**config.mk**
```make
export PLATFORM = sky130hd
export DESIGN_NAME = stereo_block_rms_meter_flat
export DESIGN_NICKNAME = d
export VERILOG_FILES = /design/src/hdl/sbrm_pkg.sv /design/src/hdl/sbrm_req_if.sv /design/src/hdl/sbrm_rsp_if.sv /design/src/hdl/stereo_block_rms_meter.sv /design/src/flat_wrapper.sv
export SDC_FILE = /design/constraint.sdc
export NUM_CORES = 1
export LEC_CHECK = 0
export BUFFER_PORTS_ARGS = -buffer_cell sky130_fd_sc_hd__buf_2
export CAP_MARGIN = 40
export CORE_UTILIZATION = 57
export DETAILED_ROUTE_END_ITERATION = 12
export PLACE_DENSITY_LB_ADDON = 0.12
export SLEW_MARGIN = 20
export SYNTH_ARGS = -nofsm -noshare
export SYNTH_HDL_FRONTEND = slang
export SYNTH_SLANG_ARGS = --single-unit
```
**constraint.sdc**
```tcl
create_clock -name clock -period 14.37 [get_ports clock]
set_input_delay 2.874 -clock clock [delete_from_list [all_inputs] [get_ports clock]]
set_output_delay 2.874 -clock clock [all_outputs]
set_load 0.03 [all_outputs]
```
**src/hdl/sbrm_pkg.sv**
```systemverilog
// Shared widths, reset values and constants for the stereo block RMS meter.
package sbrm_pkg;

   localparam int SAMPLE_W = 16;
   localparam int SUM_W    = 47;
   localparam int FRAMES_W = 16;
   localparam int RMS_W    = 16;
   localparam int PCT_W    = 7;
   localparam int SQ_W     = 31;
   localparam int ROOT_IT  = 16;

   localparam logic [FRAMES_W-1:0] BLOCK_FRAMES_RST = 16'd4410;
   localparam logic [PCT_W-1:0]    PCT_MAX          = 7'd100;

endpackage

```
**src/hdl/sbrm_req_if.sv**
```systemverilog
// Input channel: one stereo frame per transaction.
interface sbrm_req_if
   import sbrm_pkg::*;
();
   logic                       valid;
   logic                       ready;
   logic signed [SAMPLE_W-1:0] left_sample;
   logic signed [SAMPLE_W-1:0] right_sample;

   modport source (output valid, output left_sample, output right_sample, input ready);
   modport sink   (input valid, input left_sample, input right_sample, output ready);
endinterface

```
**src/hdl/sbrm_rsp_if.sv**
```systemverilog
// Result channel: one meter reading per transaction.
interface sbrm_rsp_if
   import sbrm_pkg::*;
();
   logic             valid;
   logic             ready;
   logic [RMS_W-1:0] rms_left;
   logic [RMS_W-1:0] rms_right;
   logic [PCT_W-1:0] percent_left;
   logic [PCT_W-1:0] percent_right;

   modport source (output valid, output rms_left, output rms_right,
                   output percent_left, output percent_right, input ready);
   modport sink   (input valid, input rms_left, input rms_right,
                   input percent_left, input percent_right, output ready);
endinterface

```
**src/hdl/stereo_block_rms_meter.sv**
```systemverilog
// Stereo block RMS meter: square-and-sum per frame, divide, root and percent per block.
// A frame that does not close a block is squared and summed (left, right, accumulate states),
// then ready rises again. A block-closing frame goes on, per channel, through 47 divide steps,
// 16 root steps and a percent step; the reading then goes to the output register once it is free.
// Frames are taken only while the sequencer idles, so a new frame waits until the last is through;
// the shared subtract/compare unit serves both the divide and the root steps.
// Reset (synchronous, active high): sums and frame count zero, block_frames 4410, no reading.
module stereo_block_rms_meter
   import sbrm_pkg::*;
(
   input  logic                clock,
   input  logic                reset,
   sbrm_req_if.sink            req_bus,
   sbrm_rsp_if.source          rsp_bus,
   input  logic                csr_wr_en,
   input  logic [FRAMES_W-1:0] csr_wr_data
);

   // width of the shared subtract/compare unit; covers {rem,2 bits} of the root steps
   localparam int UW     = 20;
   localparam int STEP_W = $clog2(SUM_W);

   // sequencer codes
   localparam logic [2:0] ST_IDLE = 3'd0;
   localparam logic [2:0] ST_SQ_L = 3'd1;  // left square into product register
   localparam logic [2:0] ST_SQ_R = 3'd2;  // add left square, right square
   localparam logic [2:0] ST_ACC  = 3'd3;  // add right square, test block end
   localparam logic [2:0] ST_DIV  = 3'd4;  // one restoring divide step per cycle
   localparam logic [2:0] ST_SQRT = 3'd5;  // one root digit per cycle
   localparam logic [2:0] ST_PCT  = 3'd6;  // percent of full scale, next channel
   localparam logic [2:0] ST_DONE = 3'd7;  // hand reading to the output register

   // control state
   logic [2:0]          state_ff, state_in;
   logic [SUM_W-1:0]    sum_l_ff, sum_l_in;
   logic [SUM_W-1:0]    sum_r_ff, sum_r_in;
   logic [FRAMES_W-1:0] frames_ff, frames_in;
   logic [FRAMES_W-1:0] blk_ff, blk_in;
   logic                ch_ff, ch_in;
   logic [STEP_W-1:0]   step_ff, step_in;
   logic                rsp_valid_ff, rsp_valid_in;

   // datapath registers
   logic signed [SAMPLE_W-1:0] smp_l_ff, smp_l_in;
   logic signed [SAMPLE_W-1:0] smp_r_ff, smp_r_in;
   logic [SQ_W-1:0]            prod_ff, prod_in;
   logic [SUM_W-1:0]           wk_ff, wk_in;     // dividend/quotient, then radicand
   logic [FRAMES_W-1:0]        div_ff, div_in;
   logic [UW-1:0]              rem_ff, rem_in;
   logic [RMS_W-1:0]           root_ff, root_in;
   logic [RMS_W-1:0]           res_rms_l_ff, res_rms_l_in;
   logic [PCT_W-1:0]           res_pct_l_ff, res_pct_l_in;
   logic [RMS_W-1:0]           res_rms_r_ff, res_rms_r_in;
   logic [PCT_W-1:0]           res_pct_r_ff, res_pct_r_in;
   logic [RMS_W-1:0]           out_rms_l_ff, out_rms_l_in;
   logic [RMS_W-1:0]           out_rms_r_ff, out_rms_r_in;
   logic [PCT_W-1:0]           out_pct_l_ff, out_pct_l_in;
   logic [PCT_W-1:0]           out_pct_r_ff, out_pct_r_in;

   // shared multiplier: squares one sample per cycle
   logic signed [SAMPLE_W-1:0]   mul_op;
   logic signed [2*SAMPLE_W-1:0] sq_full;

   // shared subtract/compare unit used by divide and root steps
   logic [UW-1:0] unit_a, unit_b;
   logic [UW:0]   unit_diff;
   logic          unit_ge;

   // percent: root*100 by shifts and adds, then divide by 32768
   logic [RMS_W+6:0] pct_scaled;
   logic [7:0]       pct_raw;
   logic [PCT_W-1:0] pct_val;

   logic [FRAMES_W:0] count_next;
   logic [FRAMES_W:0] limit;
   logic              req_take;
   logic              rsp_free;

   assign req_take = req_bus.valid && req_bus.ready;
   assign rsp_free = !rsp_valid_ff || rsp_bus.ready;

   assign mul_op  = (state_ff == ST_SQ_L) ? smp_l_ff : smp_r_ff;
   assign sq_full = mul_op * mul_op;

   always_comb begin
      case (state_ff)
         ST_DIV: begin
            unit_a = {3'b000, rem_ff[FRAMES_W-1:0], wk_ff[SUM_W-1]};
            unit_b = {4'b0000, div_ff};
         end
         ST_SQRT: begin
            unit_a = {rem_ff[UW-3:0], wk_ff[31:30]};
            unit_b = {2'b00, root_ff, 2'b01};
         end
         default: begin
            unit_a = '0;
            unit_b = '0;
         end
      endcase
   end

   assign unit_diff = {1'b0, unit_a} - {1'b0, unit_b};
   assign unit_ge   = !unit_diff[UW];

   assign pct_scaled = {1'b0, root_ff, 6'b0} + {2'b0, root_ff, 5'b0} + {5'b0, root_ff, 2'b0};
   assign pct_raw    = pct_scaled[RMS_W+6:RMS_W-1];
   assign pct_val    = (pct_raw > {1'b0, PCT_MAX}) ? PCT_MAX : pct_raw[PCT_W-1:0];

   // block_frames of zero behaves as one
   assign count_next = {1'b0, frames_ff} + 1'b1;
   assign limit      = (blk_ff == '0) ? 17'd1 : {1'b0, blk_ff};

   always_comb begin
      state_in     = state_ff;
      sum_l_in     = sum_l_ff;
      sum_r_in     = sum_r_ff;
      frames_in    = frames_ff;
      blk_in       = blk_ff;
      ch_in        = ch_ff;
      step_in      = step_ff;
      rsp_valid_in = rsp_valid_ff && !rsp_bus.ready;
      smp_l_in     = smp_l_ff;
      smp_r_in     = smp_r_ff;
      prod_in      = prod_ff;
      wk_in        = wk_ff;
      div_in       = div_ff;
      rem_in       = rem_ff;
      root_in      = root_ff;
      res_rms_l_in = res_rms_l_ff;
      res_pct_l_in = res_pct_l_ff;
      res_rms_r_in = res_rms_r_ff;
      res_pct_r_in = res_pct_r_ff;
      out_rms_l_in = out_rms_l_ff;
      out_rms_r_in = out_rms_r_ff;
      out_pct_l_in = out_pct_l_ff;
      out_pct_r_in = out_pct_r_ff;

      if (csr_wr_en) begin
         blk_in = csr_wr_data;
      end

      case (state_ff)
         ST_IDLE: begin
            if (req_take) begin
               smp_l_in = req_bus.left_sample;
               smp_r_in = req_bus.right_sample;
               state_in = ST_SQ_L;
            end
         end
         ST_SQ_L: begin
            prod_in  = sq_full[SQ_W-1:0];
            state_in = ST_SQ_R;
         end
         ST_SQ_R: begin
            sum_l_in = sum_l_ff + {{(SUM_W-SQ_W){1'b0}}, prod_ff};
            prod_in  = sq_full[SQ_W-1:0];
            state_in = ST_ACC;
         end
         ST_ACC: begin
            sum_r_in = sum_r_ff + {{(SUM_W-SQ_W){1'b0}}, prod_ff};
            if (count_next < limit) begin
               frames_in = count_next[FRAMES_W-1:0];
               state_in  = ST_IDLE;
            end else begin
               div_in   = count_next[FRAMES_W-1:0];
               wk_in    = sum_l_ff;
               rem_in   = '0;
               step_in  = '0;
               ch_in    = 1'b0;
               state_in = ST_DIV;
            end
         end
         ST_DIV: begin
            rem_in  = unit_ge ? unit_diff[UW-1:0] : unit_a;
            wk_in   = {wk_ff[SUM_W-2:0], unit_ge};
            step_in = step_ff + 1'b1;
            if (step_ff == STEP_W'(SUM_W-1)) begin
               step_in  = '0;
               rem_in   = '0;
               root_in  = '0;
               state_in = ST_SQRT;
            end
         end
         ST_SQRT: begin
            rem_in  = unit_ge ? unit_diff[UW-1:0] : unit_a;
            root_in = {root_ff[RMS_W-2:0], unit_ge};
            wk_in   = {wk_ff[SUM_W-3:0], 2'b00};
            step_in = step_ff + 1'b1;
            if (step_ff == STEP_W'(ROOT_IT-1)) begin
               step_in  = '0;
               state_in = ST_PCT;
            end
         end
         ST_PCT: begin
            if (!ch_ff) begin
               res_rms_l_in = root_ff;
               res_pct_l_in = pct_val;
               ch_in        = 1'b1;
               wk_in        = sum_r_ff;
               rem_in       = '0;
               step_in      = '0;
               state_in     = ST_DIV;
            end else begin
               res_rms_r_in = root_ff;
               res_pct_r_in = pct_val;
               state_in     = ST_DONE;
            end
         end
         ST_DONE: begin
            if (rsp_free) begin
               rsp_valid_in = 1'b1;
               out_rms_l_in = res_rms_l_ff;
               out_rms_r_in = res_rms_r_ff;
               out_pct_l_in = res_pct_l_ff;
               out_pct_r_in = res_pct_r_ff;
               sum_l_in     = '0;
               sum_r_in     = '0;
               frames_in    = '0;
               state_in     = ST_IDLE;
            end
         end
         default: begin
            state_in = ST_IDLE;
         end
      endcase
   end

   // control registers
   always_ff @(posedge clock) begin
      if (reset) begin
         state_ff     <= ST_IDLE;
         sum_l_ff     <= '0;
         sum_r_ff     <= '0;
         frames_ff    <= '0;
         blk_ff       <= BLOCK_FRAMES_RST;
         ch_ff        <= 1'b0;
         step_ff      <= '0;
         rsp_valid_ff <= 1'b0;
      end else begin
         state_ff     <= state_in;
         sum_l_ff     <= sum_l_in;
         sum_r_ff     <= sum_r_in;
         frames_ff    <= frames_in;
         blk_ff       <= blk_in;
         ch_ff        <= ch_in;
         step_ff      <= step_in;
         rsp_valid_ff <= rsp_valid_in;
      end
   end

   // datapath registers, no reset needed
   always_ff @(posedge clock) begin
      smp_l_ff     <= smp_l_in;
      smp_r_ff     <= smp_r_in;
      prod_ff      <= prod_in;
      wk_ff        <= wk_in;
      div_ff       <= div_in;
      rem_ff       <= rem_in;
      root_ff      <= root_in;
      res_rms_l_ff <= res_rms_l_in;
      res_pct_l_ff <= res_pct_l_in;
      res_rms_r_ff <= res_rms_r_in;
      res_pct_r_ff <= res_pct_r_in;
      out_rms_l_ff <= out_rms_l_in;
      out_rms_r_ff <= out_rms_r_in;
      out_pct_l_ff <= out_pct_l_in;
      out_pct_r_ff <= out_pct_r_in;
   end

   // frames are taken only while the sequencer idles; the output register is separate
   assign req_bus.ready         = (state_ff == ST_IDLE);
   assign rsp_bus.valid         = rsp_valid_ff;
   assign rsp_bus.rms_left      = out_rms_l_ff;
   assign rsp_bus.rms_right     = out_rms_r_ff;
   assign rsp_bus.percent_left  = out_pct_l_ff;
   assign rsp_bus.percent_right = out_pct_r_ff;

   // a reading is only raised from the hand-over state
   a_rsp_from_done: assert property (@(posedge clock) disable iff (reset)
      $rose(rsp_valid_ff) |-> $past(state_ff == ST_DONE))
      else $error("reading raised outside hand-over");

   // an accepted frame always starts the squaring sequence
   a_take_starts: assert property (@(posedge clock) disable iff (reset)
      req_take |=> (state_ff == ST_SQ_L))
      else $error("accepted frame did not start squaring");

   // root stage never runs past its digit count
   a_root_steps: assert property (@(posedge clock) disable iff (reset)
      (state_ff == ST_SQRT) |-> (step_ff < STEP_W'(ROOT_IT)))
      else $error("root step counter overran");

   // percent readings stay within full scale
   a_pct_range: assert property (@(posedge clock) disable iff (reset)
      rsp_valid_ff |-> ((out_pct_l_ff <= PCT_MAX) && (out_pct_r_ff <= PCT_MAX)))
      else $error("percent reading above full scale");

endmodule

```
**src/flat_wrapper.sv**
```systemverilog
// flat-port wrapper written by rule: the top's interface ports become plain ports
module stereo_block_rms_meter_flat import sbrm_pkg::*;
  (clock, reset, csr_wr_en, csr_wr_data, req_bus_valid, req_bus_left_sample, req_bus_right_sample, req_bus_ready, rsp_bus_valid, rsp_bus_rms_left, rsp_bus_rms_right, rsp_bus_percent_left, rsp_bus_percent_right, rsp_bus_ready);
  sbrm_req_if req_bus_i ();
  sbrm_rsp_if rsp_bus_i ();
  input  logic clock;
  input  logic reset;
  input  logic csr_wr_en;
  input  logic [FRAMES_W-1:0] csr_wr_data;
  input wire logic [$bits(req_bus_i.valid)-1:0] req_bus_valid;
  input wire logic [$bits(req_bus_i.left_sample)-1:0] req_bus_left_sample;
  input wire logic [$bits(req_bus_i.right_sample)-1:0] req_bus_right_sample;
  output wire logic [$bits(req_bus_i.ready)-1:0] req_bus_ready;
  output wire logic [$bits(rsp_bus_i.valid)-1:0] rsp_bus_valid;
  output wire logic [$bits(rsp_bus_i.rms_left)-1:0] rsp_bus_rms_left;
  output wire logic [$bits(rsp_bus_i.rms_right)-1:0] rsp_bus_rms_right;
  output wire logic [$bits(rsp_bus_i.percent_left)-1:0] rsp_bus_percent_left;
  output wire logic [$bits(rsp_bus_i.percent_right)-1:0] rsp_bus_percent_right;
  input wire logic [$bits(rsp_bus_i.ready)-1:0] rsp_bus_ready;
  assign req_bus_i.valid = req_bus_valid;
  assign req_bus_i.left_sample = req_bus_left_sample;
  assign req_bus_i.right_sample = req_bus_right_sample;
  assign req_bus_ready = req_bus_i.ready;
  assign rsp_bus_valid = rsp_bus_i.valid;
  assign rsp_bus_rms_left = rsp_bus_i.rms_left;
  assign rsp_bus_rms_right = rsp_bus_i.rms_right;
  assign rsp_bus_percent_left = rsp_bus_i.percent_left;
  assign rsp_bus_percent_right = rsp_bus_i.percent_right;
  assign rsp_bus_i.ready = rsp_bus_ready;
  stereo_block_rms_meter u_core (.clock(clock), .reset(reset), .req_bus(req_bus_i), .rsp_bus(rsp_bus_i), .csr_wr_en(csr_wr_en), .csr_wr_data(csr_wr_data));
endmodule
```
==> flow_metrics.py, run 1 <==
metrics = {
    "floorplan": {
        "core_area_um2": 50300,
        "io_pins": 101,
        "die_area_um2": 52000,
        "rows": 82,
        "initial_utilization_pct": 57.9,
        "dieWidth_um": 228,
        "die_y_um": 228,
    },
    "detailed_routing": {
        "viasPerCell": 5.72,
        "firstDrtPassIters": 7,
        "wl_per_cell_um": 18.4,
        "drt-total-wl_um": 67800,
        "ant_nets": 0,
        "drtIter0Drc": 1249,
        "drcViolationCount": 0,
        "num_vias": 21100,
    },
    "timing": {
        "period_share_pct": 61.5,
        "max_freq_mhz": 113,
        "worst_pin_slew_ns": 0.795,
        "whs_ns": 0.417,
        "tns_ns": 0,
        "period_needed_ns": 8.84,
        "finalWorstSetupSlack_ns": 5.53,
        "hold_viol": 0,
        "finClkSkew_ns": 0.0230,
        "grt_setup_unrepaired": "false",
        "max_slew_margin_pct": 46.7,
        "maxSlewViolCount": 0,
        "finalSetupViolCount": 0,
    },
    "global_routing": {
        "grt_pass1_vias": 21500,
        "grt_max_degree": 56,
        "grt_overflow": 0,
        "track_usage_pct": 26.4,
        "antenna_found_initial": 2,
        "grt_pass1_wl_um": 111000,
    },
    "clock_network": {
        "cts_tree": "yes",
        "cts_root_buf": "clkbuf_16",
        "clk_pin_slew_ns": 0.07,
        "clock_latency_ns": 0.58,
        "ctsResizeCount": 0,
        "post-cts-setup-buffer-count": 0,
        "htreeDepth": 2,
        "cts.path.max_buffers": 3,
        "cts_made_buffers": 42,
        "cts_hold_buf": 0,
        "cts.sinks": 388,
    },
    "worst_setup_path": {
        "worst_setup_path_start_kind": "flop",
        "arrival_ns": 9.17,
        "critPathMostFrequentCell": "inv_1",
        "crit_family": "adder cells",
        "rr_worst_depth": 26,
        "reg2reg_to": "u_core.prod_ff[30]$_DFFE_PP_",
        "path_buf_inv": 9,
        "timing.rr.start": "u_core.state_ff[0]$_SDFFE_PP0P_",
        "r2r_slack_ns": 5.53,
        "critical_path.max_stage_delay_ns": 0.79,
        "crit_slowest_cell": "dfxtp_4",
        "worstSetupEndpointType": "flop",
        "worst_ep_required_time_ns": 14.70,
        "critPathMaxFanout": 55,
        "crit_type": "reg -> reg",
    },
    "logic_synthesis": {
        "synth_warnings": 0,
        "async_flop_share_pct": 0,
        "syn-num-nets": 3390,
        "yosysSeqAreaShare_pct": 35.3,
        "synth_cells": 2897,
        "synth_area_leaders": "edfxtp_1 (26%), fa_1 (17%), dfxtp_1 (9.4%)",
        "syn_area_um2": 29100,
        "netlist.top_cell.by_area": "edfxtp_1",
        "synth-edff-count": 251,
        "synth.avg_cell_area_um2": 10.0,
        "synth.ff_latch_count": 388,
        "synthFlopType": "edfxtp_1",
        "synthTopCellsByCount": "inv_1 (391), nor2_1 (271), edfxtp_1 (251)",
        "synth_top_area_share_pct": 25.9,
        "synthDistinctLibCells": 87,
        "synth_most_common_cell": "inv_1",
    },
    "min_path": {
        "hold_start": "u_core.res_rms_r_ff[14]$_DFFE_PP_",
        "worstHoldEndpoint": "u_core.rsp_bus.rms_right[14]$_DFFE_PP_",
        "hold_depth": 0,
        "hp-class": "reg -> reg",
    },
    "outcome": {
        "status": "finished, final reports clean",
    },
    "placement": {
        "routabilityCongestion": 0.964,
        "hpwl_um": 51700,
        "dp_slack_ns": 5.36,
        "portBuffers": 100,
        "place_area_um2": 30400,
    },
    "final_layout": {
        "drive_above_1_share_pct": 10.4,
        "final_cell_area_um2": 31800,
        "finalNetCount": 3473,
        "layout-area-overhead-vs-synth_pct": 9.20,
        "n_fill_cell": 4140,
    },
    "run": {
        "cap_violations": 0,
    },
}
-- registers in the layout, summed over array words and instances (netlist names), 7 cells and up --
name and count:
u_core.sum_l_ff 47, u_core.sum_r_ff 47, u_core.wk_ff 47, u_core.prod_ff 30
u_core.rem_ff 18, u_core.blk_ff 16, u_core.div_ff 16, u_core.frames_ff 16
u_core.res_rms_l_ff 16, u_core.res_rms_r_ff 16, u_core.root_ff 16, u_core.rsp_bus.rms_left 16
u_core.rsp_bus.rms_right 16, u_core.smp_l_ff 16, u_core.smp_r_ff 16, u_core.res_pct_l_ff 7
u_core.res_pct_r_ff 7, u_core.rsp_bus.percent_left 7, u_core.rsp_bus.percent_right 7
-- per-stage QoR --
| step | instances | util [%] |
|---|---|---|
| 6_report | 3686 | 63.2 |
| 5_1_grt | 3686 | 63.2 |
| 4_1_cts | 3679 | 63.1 |
| 3_5_place_dp | 3602 | 60.4 |
| 3_3_place_gp | 3593 | 60.2 |
| 2_1_floorplan | 2897 | - |
-- worst max path at each step --
stage / startpoint / endpoint / slack (ns) / cells past startpoint
detailed placement: u_core.state_ff[0]$_SDFFE_PP0P_ / u_core.prod_ff[24]$_DFFE_PP_ / 5.36 / 25
floorplan: u_core.state_ff[2]$_SDFFE_PP0P_ / u_core.prod_ff[30]$_DFFE_PP_ / 6.87 / 25
finish: u_core.state_ff[0]$_SDFFE_PP0P_ / u_core.prod_ff[30]$_DFFE_PP_ / 5.53 / 26
global route: u_core.state_ff[0]$_SDFFE_PP0P_ / u_core.prod_ff[24]$_DFFE_PP_ / 5.14 / 27
global placement: u_core.state_ff[0]$_SDFFE_PP0P_ / u_core.prod_ff[24]$_DFFE_PP_ / 5.65 / 25
CTS: u_core.state_ff[0]$_SDFFE_PP0P_ / u_core.prod_ff[24]$_DFFE_PP_ / 5.33 / 25
-- layout make-up --
type	count	area [um2]	area share [%]
Multi-Input combinational cell	2011	17000	53.3
Sequential cell	388	10300	32.4
Inverter	397	1490	4.69
Clock buffer	56	1180	3.70
Timing Repair Buffer	140	850	2.67
Tap cell	672	841	2.65
Clock inverter	21	180	0.567
Antenna cell	1	2.50	0.00787
-- metal layers --
layer / share of wire, % / GRT usage, %
met4: 1.9 / 7.03
met5: 0 / 0
met2: 47 / 43.4
met3: 5.3 / 3.70
met1: 46 / 36.6
-- cell families (layout without fill, tap and decap cells) --
group | count (synthesis) | in the layout | synth area share (%)
flops | 388 | 388 | 35.3
fa+ha+maj | 440 | 440 | 25.2
buf+inv | 498 | 614 | 6.47
xor+xnor | 139 | 139 | 4.18
mux | 128 | 128 | 4.69
compound gates | 555 | 555 | 12.3
simple gates | 749 | 749 | 11.9
other cells | 0 | 1 | 0
-- cells in the final DEF, fill, tap and decap left out, types with 17 or more instances in the layout --
| cell | n |
|---|---|
| edfxtp_1 | 251 |
| nand4_1 | 28 |
| and2_1 | 17 |
| a21o_1 | 49 |
| xor2_1 | 49 |
| a22oi_1 | 22 |
| or3_1 | 27 |
| nand2_1 | 195 |
| mux2i_1 | 61 |
| o21a_1 | 17 |
| and3_1 | 36 |
| nor2_1 | 271 |
| mux2_2 | 67 |
| nor3_1 | 37 |
| nand3_1 | 73 |
| clkbuf_16 | 44 |
| inv_1 | 390 |
| fa_1 | 243 |
| buf_4 | 31 |
| xnor2_1 | 90 |
| o211ai_1 | 17 |
| ha_1 | 197 |
| o21ai_0 | 62 |
| dfxtp_1 | 134 |
| o21bai_1 | 19 |
| o22ai_1 | 49 |
| a21oi_1 | 189 |
| a31oi_1 | 20 |
| buf_2 | 101 |
Power of run 1 is not shown: default switching activity piles up to over one toggle a cycle in this logic, so the estimate is an artifact.
==> run 2, diff against run 1 <==
Settings changed: ABC_AREA set to 1.
Clock period 14.37 ns to 8.9 ns, I/O delays scaled along.
==> run 2 against run 1 <==
Net effect: wire length is 12% higher; the run now ends with design-rule violations left; first-iteration DRC count is 47% higher; critical path type unchanged; sequential cell count unchanged; final cell count is 23% higher; fmax is 17% higher; synthesized area is 5.3% higher; critical path depth unchanged; highest routed layer unchanged; design area increased by 5.1%; sequential share of layout area down 1.6 points; synthesized cell count rose by 29%.
==> flow_metrics.py, run 2 <==
metrics = {
    "final_layout": {
        "final_common_cell": "nand2_1",
        "layout-area-overhead-vs-synth_pct": 8.98,
        "top_regs": "u_core.sum_l_ff (47), u_core.sum_r_ff (47), u_core.wk_ff (47)",
        "finalNetCount": 4319,
        "fin_cells": 4550,
        "utilization_pct": 63.2,
        "drive_above_1_share_pct": 6.45,
        "diodes": 0,
        "most-common-layout-cells": "nand2_1 (829), inv_1 (647), nor2_1 (342)",
    },
    "logic_synthesis": {
        "netlist.top_cell.by_area": "edfxtp_1",
        "synth.avg_cell_area_um2": 8.21,
        "synth.ff_latch_count": 388,
        "synth_top_area_share_pct": 24.6,
        "yosysSeqAreaShare_pct": 33.5,
        "syn_area_um2": 30700,
        "synth-edff-count": 251,
        "synthFlopType": "edfxtp_1",
        "syn-num-nets": 4229,
        "synth_warnings": 0,
        "synth_cells": 3736,
        "async_flop_share_pct": 0,
        "synth_most_common_cell": "nand2_1",
        "synthTopCellsByCount": "nand2_1 (829), inv_1 (648), nor2_1 (345)",
        "synth_area_leaders": "edfxtp_1 (25%), fa_1 (16%), nand2_1 (10%)",
        "synthDistinctLibCells": 57,
    },
    "timing": {
        "grt_setup_unrepaired": "false",
        "tns_ns": 0,
        "finClkSkew_ns": 0.0241,
        "finalSetupViolCount": 0,
        "period_needed_ns": 7.55,
        "hold_viol": 0,
        "maxSlewViolCount": 0,
        "max_freq_mhz": 132,
        "period_share_pct": 84.8,
        "finalWorstSetupSlack_ns": 1.35,
        "max_slew_margin_pct": 49.2,
        "worst_pin_slew_ns": 0.760,
    },
    "worst_setup_path": {
        "crit_type": "reg -> reg",
        "arrival_ns": 7.88,
        "worst_ep_required_time_ns": 9.23,
        "path_buf_inv": 7,
        "critical_path.max_stage_delay_ns": 0.56,
        "critPathMaxFanout": 17,
        "worstSetupEndpointType": "flop",
        "critPathMostFrequentCell": "fa_1",
        "crit_slowest_cell": "fa_1",
        "worst_setup_path_start_kind": "flop",
        "crit_family": "adder cells",
    },
    "clock_network": {
        "cts_tree": "yes",
        "ctsResizeCount": 0,
        "clk_pin_slew_ns": 0.06,
        "htreeDepth": 2,
        "clock_latency_ns": 0.59,
        "cts_made_buffers": 44,
        "cts_hold_buf": 0,
        "post-cts-setup-buffer-count": 0,
        "cts.sinks": 388,
        "cts.path.max_buffers": 3,
        "cts_root_buf": "clkbuf_16",
    },
    "global_routing": {
        "grt_pass1_vias": 23700,
        "grt_max_degree": 63,
        "track_usage_pct": 28.3,
        "antenna_found_initial": 0,
        "grt_pass1_wl_um": 122000,
        "grt_overflow": 0,
    },
    "placement": {
        "dp_slack_ns": 1.36,
        "hpwl_um": 59900,
        "routabilityCongestion": 0.963,
        "portBuffers": 100,
        "placed_cells": 4467,
    },
    "floorplan": {
        "rows": 84,
        "io_pins": 101,
        "dieWidth_um": 234,
        "die_area_um2": 54700,
        "initial_utilization_pct": 58.0,
        "core_area_um2": 52900,
        "die_y_um": 234,
    },
    "detailed_routing": {
        "drcViolationCount": 9,
        "drtIter0Drc": 1830,
        "wl_per_cell_um": 16.6,
        "viasPerCell": 5.41,
        "firstDrtPassIters": 11,
        "ant_nets": 0,
        "num_vias": 24600,
        "drt-total-wl_um": 75600,
    },
    "outcome": {
        "status": "finished, violations left",
        "violations": "design-rule violations",
    },
    "min_path": {
        "hp-class": "reg -> reg",
    },
    "run": {
        "cap_violations": 0,
    },
}
## run 2: cell types whose count changed after synthesis, moves of 64 or more
cell / before / now
xnor2_1: 90 / 26
nand3_1: 73 / 140
a21oi_1: 189 / 321
o21ai_0: 64 / 163
mux2_2: 67 / 0
nor2_1: 271 / 345
inv_1: 391 / 648
nand2_1: 196 / 829
## run 2: cell families (layout without fill, tap and decap cells)
logic type | count (synthesis) | after routing | synth area share [%]
AND/OR/NAND/NOR | 1467 | 1467 | 19.9
buffers and inverters | 747 | 873 | 9.26
AO/OA/AOI/OAI | 617 | 617 | 11.2
adder cells (fa/ha/maj) | 440 | 440 | 23.9
flip-flops | 388 | 388 | 33.5
XOR/XNOR | 77 | 77 | 2.20
## run 2: layer usage
metal	part of all wire, %	vias up	global-route usage (%)
met3	6.2	121	2.86
li1	-	12300	-
met4	2.4	0	7.53
met5	0	-	0
met2	44	746	44.9
met1	47	11500	41.3
## run 2: layout make-up
type,instances,area (um2)
inverter,664,2490
sequential,388,10300
timing repair buffer,127,749
fill,4773,19500
clock inverter,24,323
tap,688,861
clock buffer,58,1150
multi-input combinational,2601,17600
## run 2: through the flow
step	hold slack (ns)	cell area [um2]
2_1_floorplan	0.400	30700
3_3_place_gp	0.400	31900
3_5_place_dp	0.405	31900
4_1_cts	0.402	33400
5_1_grt	0.418	33400
6_report	0.402	33400
## run 2: final timing paths
path | startpoint | endpoint | slack, ns | cells after the start
min reg2reg | u_core.res_rms_l_ff[3]$_DFFE_PP_ | u_core.rsp_bus.rms_left[3]$_DFFE_PP_ | 0.40 | 0
max | u_core.state_ff[0]$_SDFFE_PP0P_ | u_core.prod_ff[24]$_DFFE_PP_ | 1.35 | 26
max reg2reg | u_core.state_ff[0]$_SDFFE_PP0P_ | u_core.prod_ff[24]$_DFFE_PP_ | 1.35 | 26
min | u_core.res_rms_l_ff[3]$_DFFE_PP_ | u_core.rsp_bus.rms_left[3]$_DFFE_PP_ | 0.40 | 0
## run 2: worst register-to-register path: cells and delay by family, from the launching register on
family                   cells  cell delay [ns]
AO/OA/AOI/OAI                4             0.98
buffers and inverters        7             1.13
AND/OR/NAND/NOR              7             1.20
XOR/XNOR                     1             0.15
adder cells (fa/ha/maj)      7             3.35
flip-flops                   1             0.48
Power of run 2 is left out for the same reason.
